<file path="src/assert_macros.svh">
// Assertion helpers shared by the RTL.
`ifndef ASSERT_MACROS_SVH
`define ASSERT_MACROS_SVH

// Check a property on every edge outside reset.
`define ASSERT_CLK(name, clk, rstn, prop, msg) \
    name: assert property (@(posedge clk) disable iff (!(rstn)) (prop)) else $error(msg);

// Check a property on the edge right after reset is applied.
`define ASSERT_AFTER_RST(name, clk, rstn, prop, msg) \
    name: assert property (@(posedge clk) (!(rstn)) |=> (prop)) else $error(msg);

`endif

</file>
<file path="src/sttab_pkg.sv">
package sttab_pkg;

    localparam int TIMER_SLOTS = 16;
    localparam int KEY_BITS    = 16;

    localparam int KEY_W         = 16;
    localparam int DUE_BITS      = 31;
    localparam int SLOT_KEY_BITS = (KEY_BITS < KEY_W) ? KEY_BITS : KEY_W;
    localparam int SLOT_IDX_BITS = (TIMER_SLOTS > 1) ? $clog2(TIMER_SLOTS) : 1;
    localparam int CNT_BITS      = $clog2(TIMER_SLOTS + 1);

    localparam logic [DUE_BITS-1:0] DUE_MAX = '1;

    localparam logic [1:0] ACT_SET   = 2'd0;
    localparam logic [1:0] ACT_CLEAR = 2'd1;
    localparam logic [1:0] ACT_TICK  = 2'd2;
    localparam logic [1:0] ACT_POLL  = 2'd3;

    typedef struct packed {
        logic [1:0]          action;
        logic [KEY_W-1:0]    timer_key;
        logic [DUE_BITS-1:0] delay;
        logic [DUE_BITS-1:0] repeat_interval;
        logic [DUE_BITS-1:0] now;
    } in_item_t;

    typedef struct packed {
        logic [KEY_W-1:0]    fired_key;
        logic                fired_valid;
        logic                last;
        logic [DUE_BITS-1:0] next_due;
        logic                any_pending;
        logic [DUE_BITS-1:0] wait_time;
        logic                status;
    } out_item_t;

    typedef struct packed {
        logic                     valid;
        logic                     fired;
        logic [SLOT_KEY_BITS-1:0] key;
        logic [DUE_BITS-1:0]      due;
        logic [DUE_BITS-1:0]      ivl;
    } slot_t;

    typedef struct packed {
        logic [1:0]               action;
        logic                     hit;
        logic [SLOT_KEY_BITS-1:0] key;
        logic [DUE_BITS-1:0]      now;
        logic [DUE_BITS-1:0]      new_due;
        logic [DUE_BITS-1:0]      new_ivl;
    } head_ctrl_t;

    function automatic logic [DUE_BITS-1:0] sat_add(input logic [DUE_BITS-1:0] a,
                                                    input logic [DUE_BITS-1:0] b);
        logic [DUE_BITS:0] s;
        s = {1'b0, a} + {1'b0, b};
        return s[DUE_BITS] ? DUE_MAX : s[DUE_BITS-1:0];
    endfunction

endpackage

</file>
<file path="src/sttab_cell.sv">
module sttab_cell (
    input  logic                              aclk,
    input  logic                              aresetn,
    input  logic                              shift,
    input  sttab_pkg::slot_t                  d_in,
    input  logic [sttab_pkg::SLOT_KEY_BITS-1:0] cmp_key,
    output sttab_pkg::slot_t                  q,
    output logic                              match
);

    sttab_pkg::slot_t slot_reg;

    always_ff @(posedge aclk) begin
        if (!aresetn) begin
            slot_reg.valid <= 1'b0;
            slot_reg.fired <= 1'b0;
        end else if (shift) begin
            slot_reg <= d_in;
        end
    end

    assign q     = slot_reg;
    assign match = slot_reg.valid && (slot_reg.key == cmp_key);

endmodule

</file>
<file path="src/sttab_head.sv">
module sttab_head (
    input  sttab_pkg::head_ctrl_t ctrl,
    input  sttab_pkg::slot_t      head_in,
    output sttab_pkg::slot_t      head_out,
    output logic                  fire
);

    logic                              expired;
    logic [sttab_pkg::DUE_BITS-1:0]    reload_due;

    assign expired    = head_in.valid && (head_in.due <= ctrl.now);
    assign reload_due = sttab_pkg::sat_add(head_in.due, head_in.ivl);

    always_comb begin
        head_out       = head_in;
        head_out.fired = 1'b0;
        fire           = 1'b0;
        case (ctrl.action)
            sttab_pkg::ACT_SET: begin
                if (ctrl.hit) begin
                    head_out.valid = 1'b1;
                    head_out.key   = ctrl.key;
                    head_out.due   = ctrl.new_due;
                    head_out.ivl   = ctrl.new_ivl;
                end
            end
            sttab_pkg::ACT_CLEAR: begin
                if (head_in.valid && (head_in.key == ctrl.key)) begin
                    head_out.valid = 1'b0;
                end
            end
            sttab_pkg::ACT_TICK: begin
                if (expired) begin
                    fire           = 1'b1;
                    head_out.fired = 1'b1;
                    if (head_in.ivl != '0) begin
                        head_out.due = reload_due;
                    end else begin
                        head_out.valid = 1'b0;
                    end
                end
            end
            default: begin
            end
        endcase
    end

endmodule

</file>
<file path="src/software_timer_table.sv">
// Timer table of TIMER_SLOTS slots held in a ring of cells that rotates past one shared
// update unit at its head. Set, clear and tick each take one full rotation of the ring,
// during which the earliest due time is folded from the ring tail, then a response
// state loads the result. A tick that fires timers takes a second rotation of the ring
// that hands out one fired key per firing slot in ascending slot order, stretched by
// any stall on m_ready. A poll needs no rotation and goes straight to the response
// state. s_ready is high only between items; a result may still wait in the output
// register while the next item is taken. Slot valid bits clear on reset, so the table
// is usable on the next cycle.
`include "assert_macros.svh"

module software_timer_table (
    input  logic                  aclk,
    input  logic                  aresetn,
    input  logic                  s_valid,
    output logic                  s_ready,
    input  sttab_pkg::in_item_t   s_item,
    output logic                  m_valid,
    input  logic                  m_ready,
    output sttab_pkg::out_item_t  m_item
);

    localparam logic [1:0] ST_IDLE = 2'd0;
    localparam logic [1:0] ST_SCAN = 2'd1;
    localparam logic [1:0] ST_RESP = 2'd2;
    localparam logic [1:0] ST_EMIT = 2'd3;

    localparam logic [sttab_pkg::CNT_BITS-1:0] CNT_FULL =
        sttab_pkg::CNT_BITS'(sttab_pkg::TIMER_SLOTS);
    localparam logic [sttab_pkg::CNT_BITS-1:0] CNT_LAST =
        sttab_pkg::CNT_BITS'(sttab_pkg::TIMER_SLOTS - 1);

    logic [1:0]                          state_reg, state_next;
    logic [sttab_pkg::CNT_BITS-1:0]      cnt_reg, cnt_next;
    sttab_pkg::in_item_t                 req_reg, req_next;
    logic [sttab_pkg::DUE_BITS-1:0]      new_due_reg, new_due_next;
    logic [sttab_pkg::SLOT_IDX_BITS-1:0] target_reg, target_next;
    logic                                has_target_reg, has_target_next;
    logic [sttab_pkg::CNT_BITS-1:0]      fire_cnt_reg, fire_cnt_next;
    logic [sttab_pkg::CNT_BITS-1:0]      emit_cnt_reg, emit_cnt_next;
    logic [sttab_pkg::DUE_BITS-1:0]      min_reg, min_next;
    logic                                min_found_reg, min_found_next;
    logic [sttab_pkg::DUE_BITS-1:0]      earliest_reg, earliest_next;
    logic                                pending_reg, pending_next;
    logic                                m_valid_reg, m_valid_next;
    sttab_pkg::out_item_t                m_item_reg, m_item_next;

    sttab_pkg::slot_t                    ring_q [sttab_pkg::TIMER_SLOTS];
    sttab_pkg::slot_t                    tail_in;
    sttab_pkg::slot_t                    head_upd;
    sttab_pkg::head_ctrl_t               head_ctrl;
    logic                                head_fire;
    logic                                shift;
    logic [sttab_pkg::TIMER_SLOTS-1:0]   match_vec;
    logic [sttab_pkg::TIMER_SLOTS-1:0]   valid_vec;
    logic [sttab_pkg::TIMER_SLOTS-1:0]   pick_vec;
    logic [sttab_pkg::SLOT_IDX_BITS-1:0] pick_idx;
    logic                                fold_found;
    logic [sttab_pkg::DUE_BITS-1:0]      fold_min;
    logic [sttab_pkg::DUE_BITS-1:0]      wait_val;
    logic                                status_bit;
    logic                                out_load;
    logic                                can_load;
    sttab_pkg::out_item_t                out_item;

    genvar gi;
    generate
        for (gi = 0; gi < sttab_pkg::TIMER_SLOTS; gi++) begin : g_cell
            sttab_pkg::slot_t cell_d;
            if (gi == sttab_pkg::TIMER_SLOTS - 1) begin : g_tail
                assign cell_d = tail_in;
            end else begin : g_mid
                assign cell_d = ring_q[gi + 1];
            end
            sttab_cell u_cell (
                .aclk    (aclk),
                .aresetn (aresetn),
                .shift   (shift),
                .d_in    (cell_d),
                .cmp_key (s_item.timer_key[sttab_pkg::SLOT_KEY_BITS-1:0]),
                .q       (ring_q[gi]),
                .match   (match_vec[gi])
            );
            assign valid_vec[gi] = ring_q[gi].valid;
        end
    endgenerate

    assign head_ctrl.action  = req_reg.action;
    assign head_ctrl.hit     = (req_reg.action == sttab_pkg::ACT_SET) && has_target_reg &&
                               (cnt_reg[sttab_pkg::SLOT_IDX_BITS-1:0] == target_reg);
    assign head_ctrl.key     = req_reg.timer_key[sttab_pkg::SLOT_KEY_BITS-1:0];
    assign head_ctrl.now     = req_reg.now;
    assign head_ctrl.new_due = new_due_reg;
    assign head_ctrl.new_ivl = req_reg.repeat_interval;

    sttab_head u_head (
        .ctrl     (head_ctrl),
        .head_in  (ring_q[0]),
        .head_out (head_upd),
        .fire     (head_fire)
    );

    assign pick_vec = (|match_vec) ? match_vec : ~valid_vec;

    always_comb begin
        pick_idx = '0;
        for (int i = sttab_pkg::TIMER_SLOTS - 1; i >= 0; i--) begin
            if (pick_vec[i]) begin
                pick_idx = sttab_pkg::SLOT_IDX_BITS'(i);
            end
        end
    end

    always_comb begin
        fold_found = min_found_reg;
        fold_min   = min_reg;
        if (ring_q[sttab_pkg::TIMER_SLOTS-1].valid &&
            (!min_found_reg || (ring_q[sttab_pkg::TIMER_SLOTS-1].due < min_reg))) begin
            fold_found = 1'b1;
            fold_min   = ring_q[sttab_pkg::TIMER_SLOTS-1].due;
        end
    end

    assign wait_val   = (pending_reg && (earliest_reg > req_reg.now)) ?
                        (earliest_reg - req_reg.now) : '0;
    assign status_bit = (req_reg.action == sttab_pkg::ACT_SET) && !has_target_reg;
    assign can_load   = !m_valid_reg || m_ready;

    always_comb begin
        state_next      = state_reg;
        cnt_next        = cnt_reg;
        req_next        = req_reg;
        new_due_next    = new_due_reg;
        target_next     = target_reg;
        has_target_next = has_target_reg;
        fire_cnt_next   = fire_cnt_reg;
        emit_cnt_next   = emit_cnt_reg;
        min_next        = min_reg;
        min_found_next  = min_found_reg;
        earliest_next   = earliest_reg;
        pending_next    = pending_reg;
        shift           = 1'b0;
        tail_in         = head_upd;
        out_load        = 1'b0;

        out_item             = '0;
        out_item.last        = 1'b1;
        out_item.next_due    = earliest_reg;
        out_item.any_pending = pending_reg;
        out_item.wait_time   = wait_val;

        case (state_reg)
            ST_IDLE: begin
                if (s_valid) begin
                    req_next        = s_item;
                    new_due_next    = sttab_pkg::sat_add(s_item.now, s_item.delay);
                    target_next     = pick_idx;
                    has_target_next = |pick_vec;
                    cnt_next        = '0;
                    fire_cnt_next   = '0;
                    emit_cnt_next   = '0;
                    min_found_next  = 1'b0;
                    state_next      = (s_item.action == sttab_pkg::ACT_POLL) ?
                                      ST_RESP : ST_SCAN;
                end
            end
            ST_SCAN: begin
                if (cnt_reg != CNT_FULL) begin
                    shift   = 1'b1;
                    tail_in = head_upd;
                    if (head_fire) begin
                        fire_cnt_next = fire_cnt_reg + 1'b1;
                    end
                end
                if (cnt_reg != '0) begin
                    min_next       = fold_min;
                    min_found_next = fold_found;
                end
                if (cnt_reg == CNT_FULL) begin
                    earliest_next = fold_found ? fold_min : '0;
                    pending_next  = fold_found;
                    cnt_next      = '0;
                    state_next    = ((req_reg.action == sttab_pkg::ACT_TICK) &&
                                     (fire_cnt_reg != '0)) ? ST_EMIT : ST_RESP;
                end else begin
                    cnt_next = cnt_reg + 1'b1;
                end
            end
            ST_RESP: begin
                if (can_load) begin
                    out_load        = 1'b1;
                    out_item.status = status_bit;
                    state_next      = ST_IDLE;
                end
            end
            ST_EMIT: begin
                tail_in = ring_q[0];
                if (ring_q[0].fired) begin
                    if (can_load) begin
                        out_load             = 1'b1;
                        out_item.fired_key   = sttab_pkg::KEY_W'(ring_q[0].key);
                        out_item.fired_valid = 1'b1;
                        out_item.last        = ((emit_cnt_reg + 1'b1) == fire_cnt_reg);
                        emit_cnt_next        = emit_cnt_reg + 1'b1;
                        shift                = 1'b1;
                    end
                end else begin
                    shift = 1'b1;
                end
                if (shift) begin
                    if (cnt_reg == CNT_LAST) begin
                        cnt_next   = '0;
                        state_next = ST_IDLE;
                    end else begin
                        cnt_next = cnt_reg + 1'b1;
                    end
                end
            end
            default: begin
                state_next = ST_IDLE;
            end
        endcase

        m_valid_next = out_load || (m_valid_reg && !m_ready);
        m_item_next  = out_load ? out_item : m_item_reg;
    end

    always_ff @(posedge aclk) begin
        if (!aresetn) begin
            state_reg     <= ST_IDLE;
            cnt_reg       <= '0;
            fire_cnt_reg  <= '0;
            emit_cnt_reg  <= '0;
            min_found_reg <= 1'b0;
            earliest_reg  <= '0;
            pending_reg   <= 1'b0;
            m_valid_reg   <= 1'b0;
        end else begin
            state_reg     <= state_next;
            cnt_reg       <= cnt_next;
            fire_cnt_reg  <= fire_cnt_next;
            emit_cnt_reg  <= emit_cnt_next;
            min_found_reg <= min_found_next;
            earliest_reg  <= earliest_next;
            pending_reg   <= pending_next;
            m_valid_reg   <= m_valid_next;
        end
    end

    always_ff @(posedge aclk) begin
        req_reg        <= req_next;
        new_due_reg    <= new_due_next;
        target_reg     <= target_next;
        has_target_reg <= has_target_next;
        min_reg        <= min_next;
        m_item_reg     <= m_item_next;
    end

    assign s_ready = (state_reg == ST_IDLE);
    assign m_valid = m_valid_reg;
    assign m_item  = m_item_reg;

    `ASSERT_AFTER_RST(a_rst_quiet, aclk, aresetn, !m_valid && s_ready, "not idle after reset")
    `ASSERT_CLK(a_accept_busy, aclk, aresetn, (s_valid && s_ready) |=> (state_reg != ST_IDLE),
        "item accepted but block stayed idle")
    `ASSERT_CLK(a_emit_bound, aclk, aresetn, emit_cnt_reg <= fire_cnt_reg,
        "more fired keys sent than timers fired")
    `ASSERT_CLK(a_not_last_fired, aclk, aresetn, (m_valid && !m_item.last) |-> m_item.fired_valid,
        "non-final transfer without a fired key")
    `ASSERT_CLK(a_full_status, aclk, aresetn, (out_load && out_item.status) |-> (&valid_vec),
        "table full reported with a free slot")

endmodule

</file>
<file path="config.mk">
export PLATFORM = sky130hd
export DESIGN_NAME = software_timer_table
export DESIGN_NICKNAME = d
export VERILOG_FILES = /design/src/sttab_pkg.sv /design/src/sttab_cell.sv /design/src/sttab_head.sv /design/src/software_timer_table.sv
export VERILOG_INCLUDE_DIRS = /design/src /design/src/src
export SDC_FILE = /design/constraint.sdc
export NUM_CORES = 2
export LEC_CHECK = 0
export BUFFER_PORTS_ARGS = -buffer_cell sky130_fd_sc_hd__buf_2
export CAP_MARGIN = 20
export CORE_MARGIN = 5
export CORE_UTILIZATION = 45
export DETAILED_ROUTE_END_ITERATION = 7
export MAX_ROUTING_LAYER = met4
export PLACE_DENSITY = 0.67
export SLEW_MARGIN = 0
export SYNTH_ARGS = -nofsm -noshare
export SYNTH_HDL_FRONTEND = slang
export SYNTH_SLANG_ARGS = --single-unit
export TNS_END_PERCENT = 100
</file>
<file path="constraint.sdc">
create_clock -name aclk -period 76.1 [get_ports aclk]
set_input_delay 3.805 -clock aclk [delete_from_list [all_inputs] [get_ports aclk]]
set_output_delay 3.805 -clock aclk [all_outputs]
set_load 0.05 [all_outputs]
</file>
==> out/qor.csv <==
metric;value;unit
status;finished clean;
finalSetupTns;0;ns
finalMaxSlewViolations;0;
fmax;0.108;GHz
leakagePower;24.2;nW
finalCritPeriodShare;12.1;%
ctsLongestPathBuffers;3;
wl;138000;µm
relSlewSlack;8.57;%
place_inst;5748;
r2r-end;g_cell[8].u_cell.q[21]$_DFFE_PP_;
synth_fp_nets;4135;
setup_viol;0;
ys_ff_latch;1560;
final_cell_count_no_fill;6057;
synth_compound_area_share;5.80;%
io-pin-count;199;
grt_pass1_wl;202000;µm
path_cells;buf_2 -> nor2b_1 -> nand2_1 -> nand2_1 -> nand2_1 -> and2_4 -> buf_12 -> buf_4 -> buf_4 -> buf_4;
multi_input_comb_area;0.0140;mm²
overflow;0;
syn_avg_cell_area;15.8;µm²
fin_crit;9.24;ns
worst_pin_slew;1.37;ns
clkTransAtPathRegs;0.06;ns
synth_area_leaders;edfxtp_1, xor2_1, ha_1;
drt_pre_antenna_iters;6;
critPathKind;in -> reg;
min_path_cells;0;
cts.sinks;1560;
place_ws;65.87;ns
dp_hpwl;93500;µm
post-cts-setup-buffer-count;0;
synth-xor-area-share;5.12;%
grt_max_degree;202;
cp.required;76.49;ns
min_path_type;reg -> reg;
vias;33000;
synthCells;3856;
synth_fa_ha_area_share;3.40;%
drive_gt1_share;11.9;%
arrival;9.62;ns
cts_resized;0;
htreeDepth;4;
hold_end;g_cell[2].u_cell.q[61]$_DFFE_PP_;
die_area;0.143;mm²
synth.distinct_cells;81;
r2r_cells;8;
cts_buffers;157;
largest_reg_flops;1280;
synth_top_area_share;72.8;%
cap_viol_max_count;0;
synth_most_common_cell;edfxtp_1;
antenna_found_initial;24;
vdd_ir_drop_max;0.0185;mV
start_util;45.2;%
crit_slowest_cell;buf_4;
clock_latency;0.78;ns
cp.buffers_inverters;5;
syn_to_final_growth;14.0;%
ys_async_sr_fraction;0;%
grt_pass1_vias;31600;
synth_area;0.0609;mm²
seq_area;0.0460;mm²
r2r_start;state_reg[0]$_SDFFE_PN0P_;
nFillCells;10900;
io_buffers;198;
clock_skew;0.0487;ns
p_per_area;29.4;mW/mm²
p_total;0.00204;W
path_max_fanout;201;
wl_per_cell;22.8;µm
worstHoldStart;g_cell[3].u_cell.q[61]$_DFFE_PP_;
rsz0062_at_grt;false;
worst_slack;66.86;ns
fp.dieW;378;µm
synth_simple_gate_area_share;7.81;%
slowest_delay;0.92;ns
synth_top_family_by_area;simple AND/OR/NAND/NOR gates;
synth_edf_count;1477;
coreArea;0.135;mm²
synthFlopType;edfxtp_1;
synth_top_cell_by_area;edfxtp_1;
synthTopCellsByCount;edfxtp_1, nand2_1, xor2_1, ha_1, xnor2_1;
gp_congestion;0.906;
tritoncts;done;
rows;135;
cts-root-buf;clkbuf_16;
synthMuxAreaShare;0.659;%
hold_buffers;0;
die_y;378;µm
crit_family;buffers and inverters;
synth_warnings;0;
drc;0;
final_antenna_net_count;0;
hold_viol_final;0;
cp_num_cells;10;
drt_iter0_drc;3503;
crit_path_end_kind;flip-flop;
r2r_setup_slack;69.06;ns
ys_seq_area_share;75.5;%
cp-start-kind;primary input;
final_nets;4410;
track_usage;19.6;%
via_per_inst;5.45;
-- metrics by stage --
stage               util, %  hold WS [ns]  cell area [µm²]
CTS                    51.4         0.388            69300
finish                 51.5         0.397            69500
detailed placement     47.3         0.405            63900
global placement       47.3         0.400            63900
global route           51.5         0.399            69500
floorplan                 -         0.400            60900
-- cell usage in the layout, fill, tap and decap left out, types with 14 or more instances in the layout --
cell / instances
clkinv_2: 20
nor2b_1: 26
nand2b_1: 31
mux2_1: 30
ha_1: 161
buf_4: 32
a22oi_1: 16
xor2_1: 233
a21oi_1: 112
a31oi_1: 55
buf_2: 198
o21ai_0: 106
a21boi_0: 40
clkinv_1: 25
o21bai_1: 14
and3_1: 46
nand2_1: 376
nor2_1: 114
clkbuf_1: 36
edfxtp_1: 1477
nand3_1: 115
nor3_1: 40
clkbuf_16: 163
nand4_1: 75
a21o_1: 60
nor4_1: 63
inv_1: 102
o22ai_1: 20
dfxtp_1: 83
xnor2_1: 123
bufinv_16: 22
o21a_1: 24
and2_1: 32
-- worst max path at each step --
stage            start                               end  slack [ns]
2_1_floorplan  m_ready   g_cell[0].u_cell.q[0]$_DFFE_PP_       41.79
3_3_place_gp   m_ready  g_cell[3].u_cell.q[20]$_DFFE_PP_       66.05
3_5_place_dp   m_ready  g_cell[8].u_cell.q[21]$_DFFE_PP_       65.87
4_1_cts        m_ready   g_cell[0].u_cell.q[4]$_DFFE_PP_       66.75
5_1_grt        m_ready   g_cell[0].u_cell.q[4]$_DFFE_PP_       66.57
6_report       m_ready  g_cell[8].u_cell.q[21]$_DFFE_PP_       66.86
-- report_power, final --
group          total (W)  internal (W)  switching [W]  leakage [nW]
combinational   0.000175     0.0000478       0.000127          7.36
sequential       0.00107       0.00103      0.0000347          14.2
clock           0.000802      0.000473       0.000329          2.62
total            0.00204       0.00155       0.000491          24.2
-- area by class of cell --
cell class              count  area share (%)
clock buffers             202            6.11
clock inverters            89            1.73
flip-flops and latches   1560            66.2
repair buffers            237            1.97
multi-input cells        2072            20.1
diodes                     13          0.0468
well taps                1781            3.21
inverters                 103           0.560
-- logic make-up after synthesis --
family,Yosys count
buffers and inverters,224
xor gates and xnor gates,356
adders and majority gates,164
AOI/OAI and AO/OA,544
and+or+nand+nor,972
DFF,1560
muxes,36
-- per-layer routing --
layer	up-vias	GRT usage [%]	part of all wire (%)
li1	15100	-	-
met1	16500	26.9	44
met2	1196	30.0	46
met3	203	4.19	7.5
met4	0	5.51	2.4
met5	-	-	0
No activity file was read; power rests on OpenSTA's default activity.
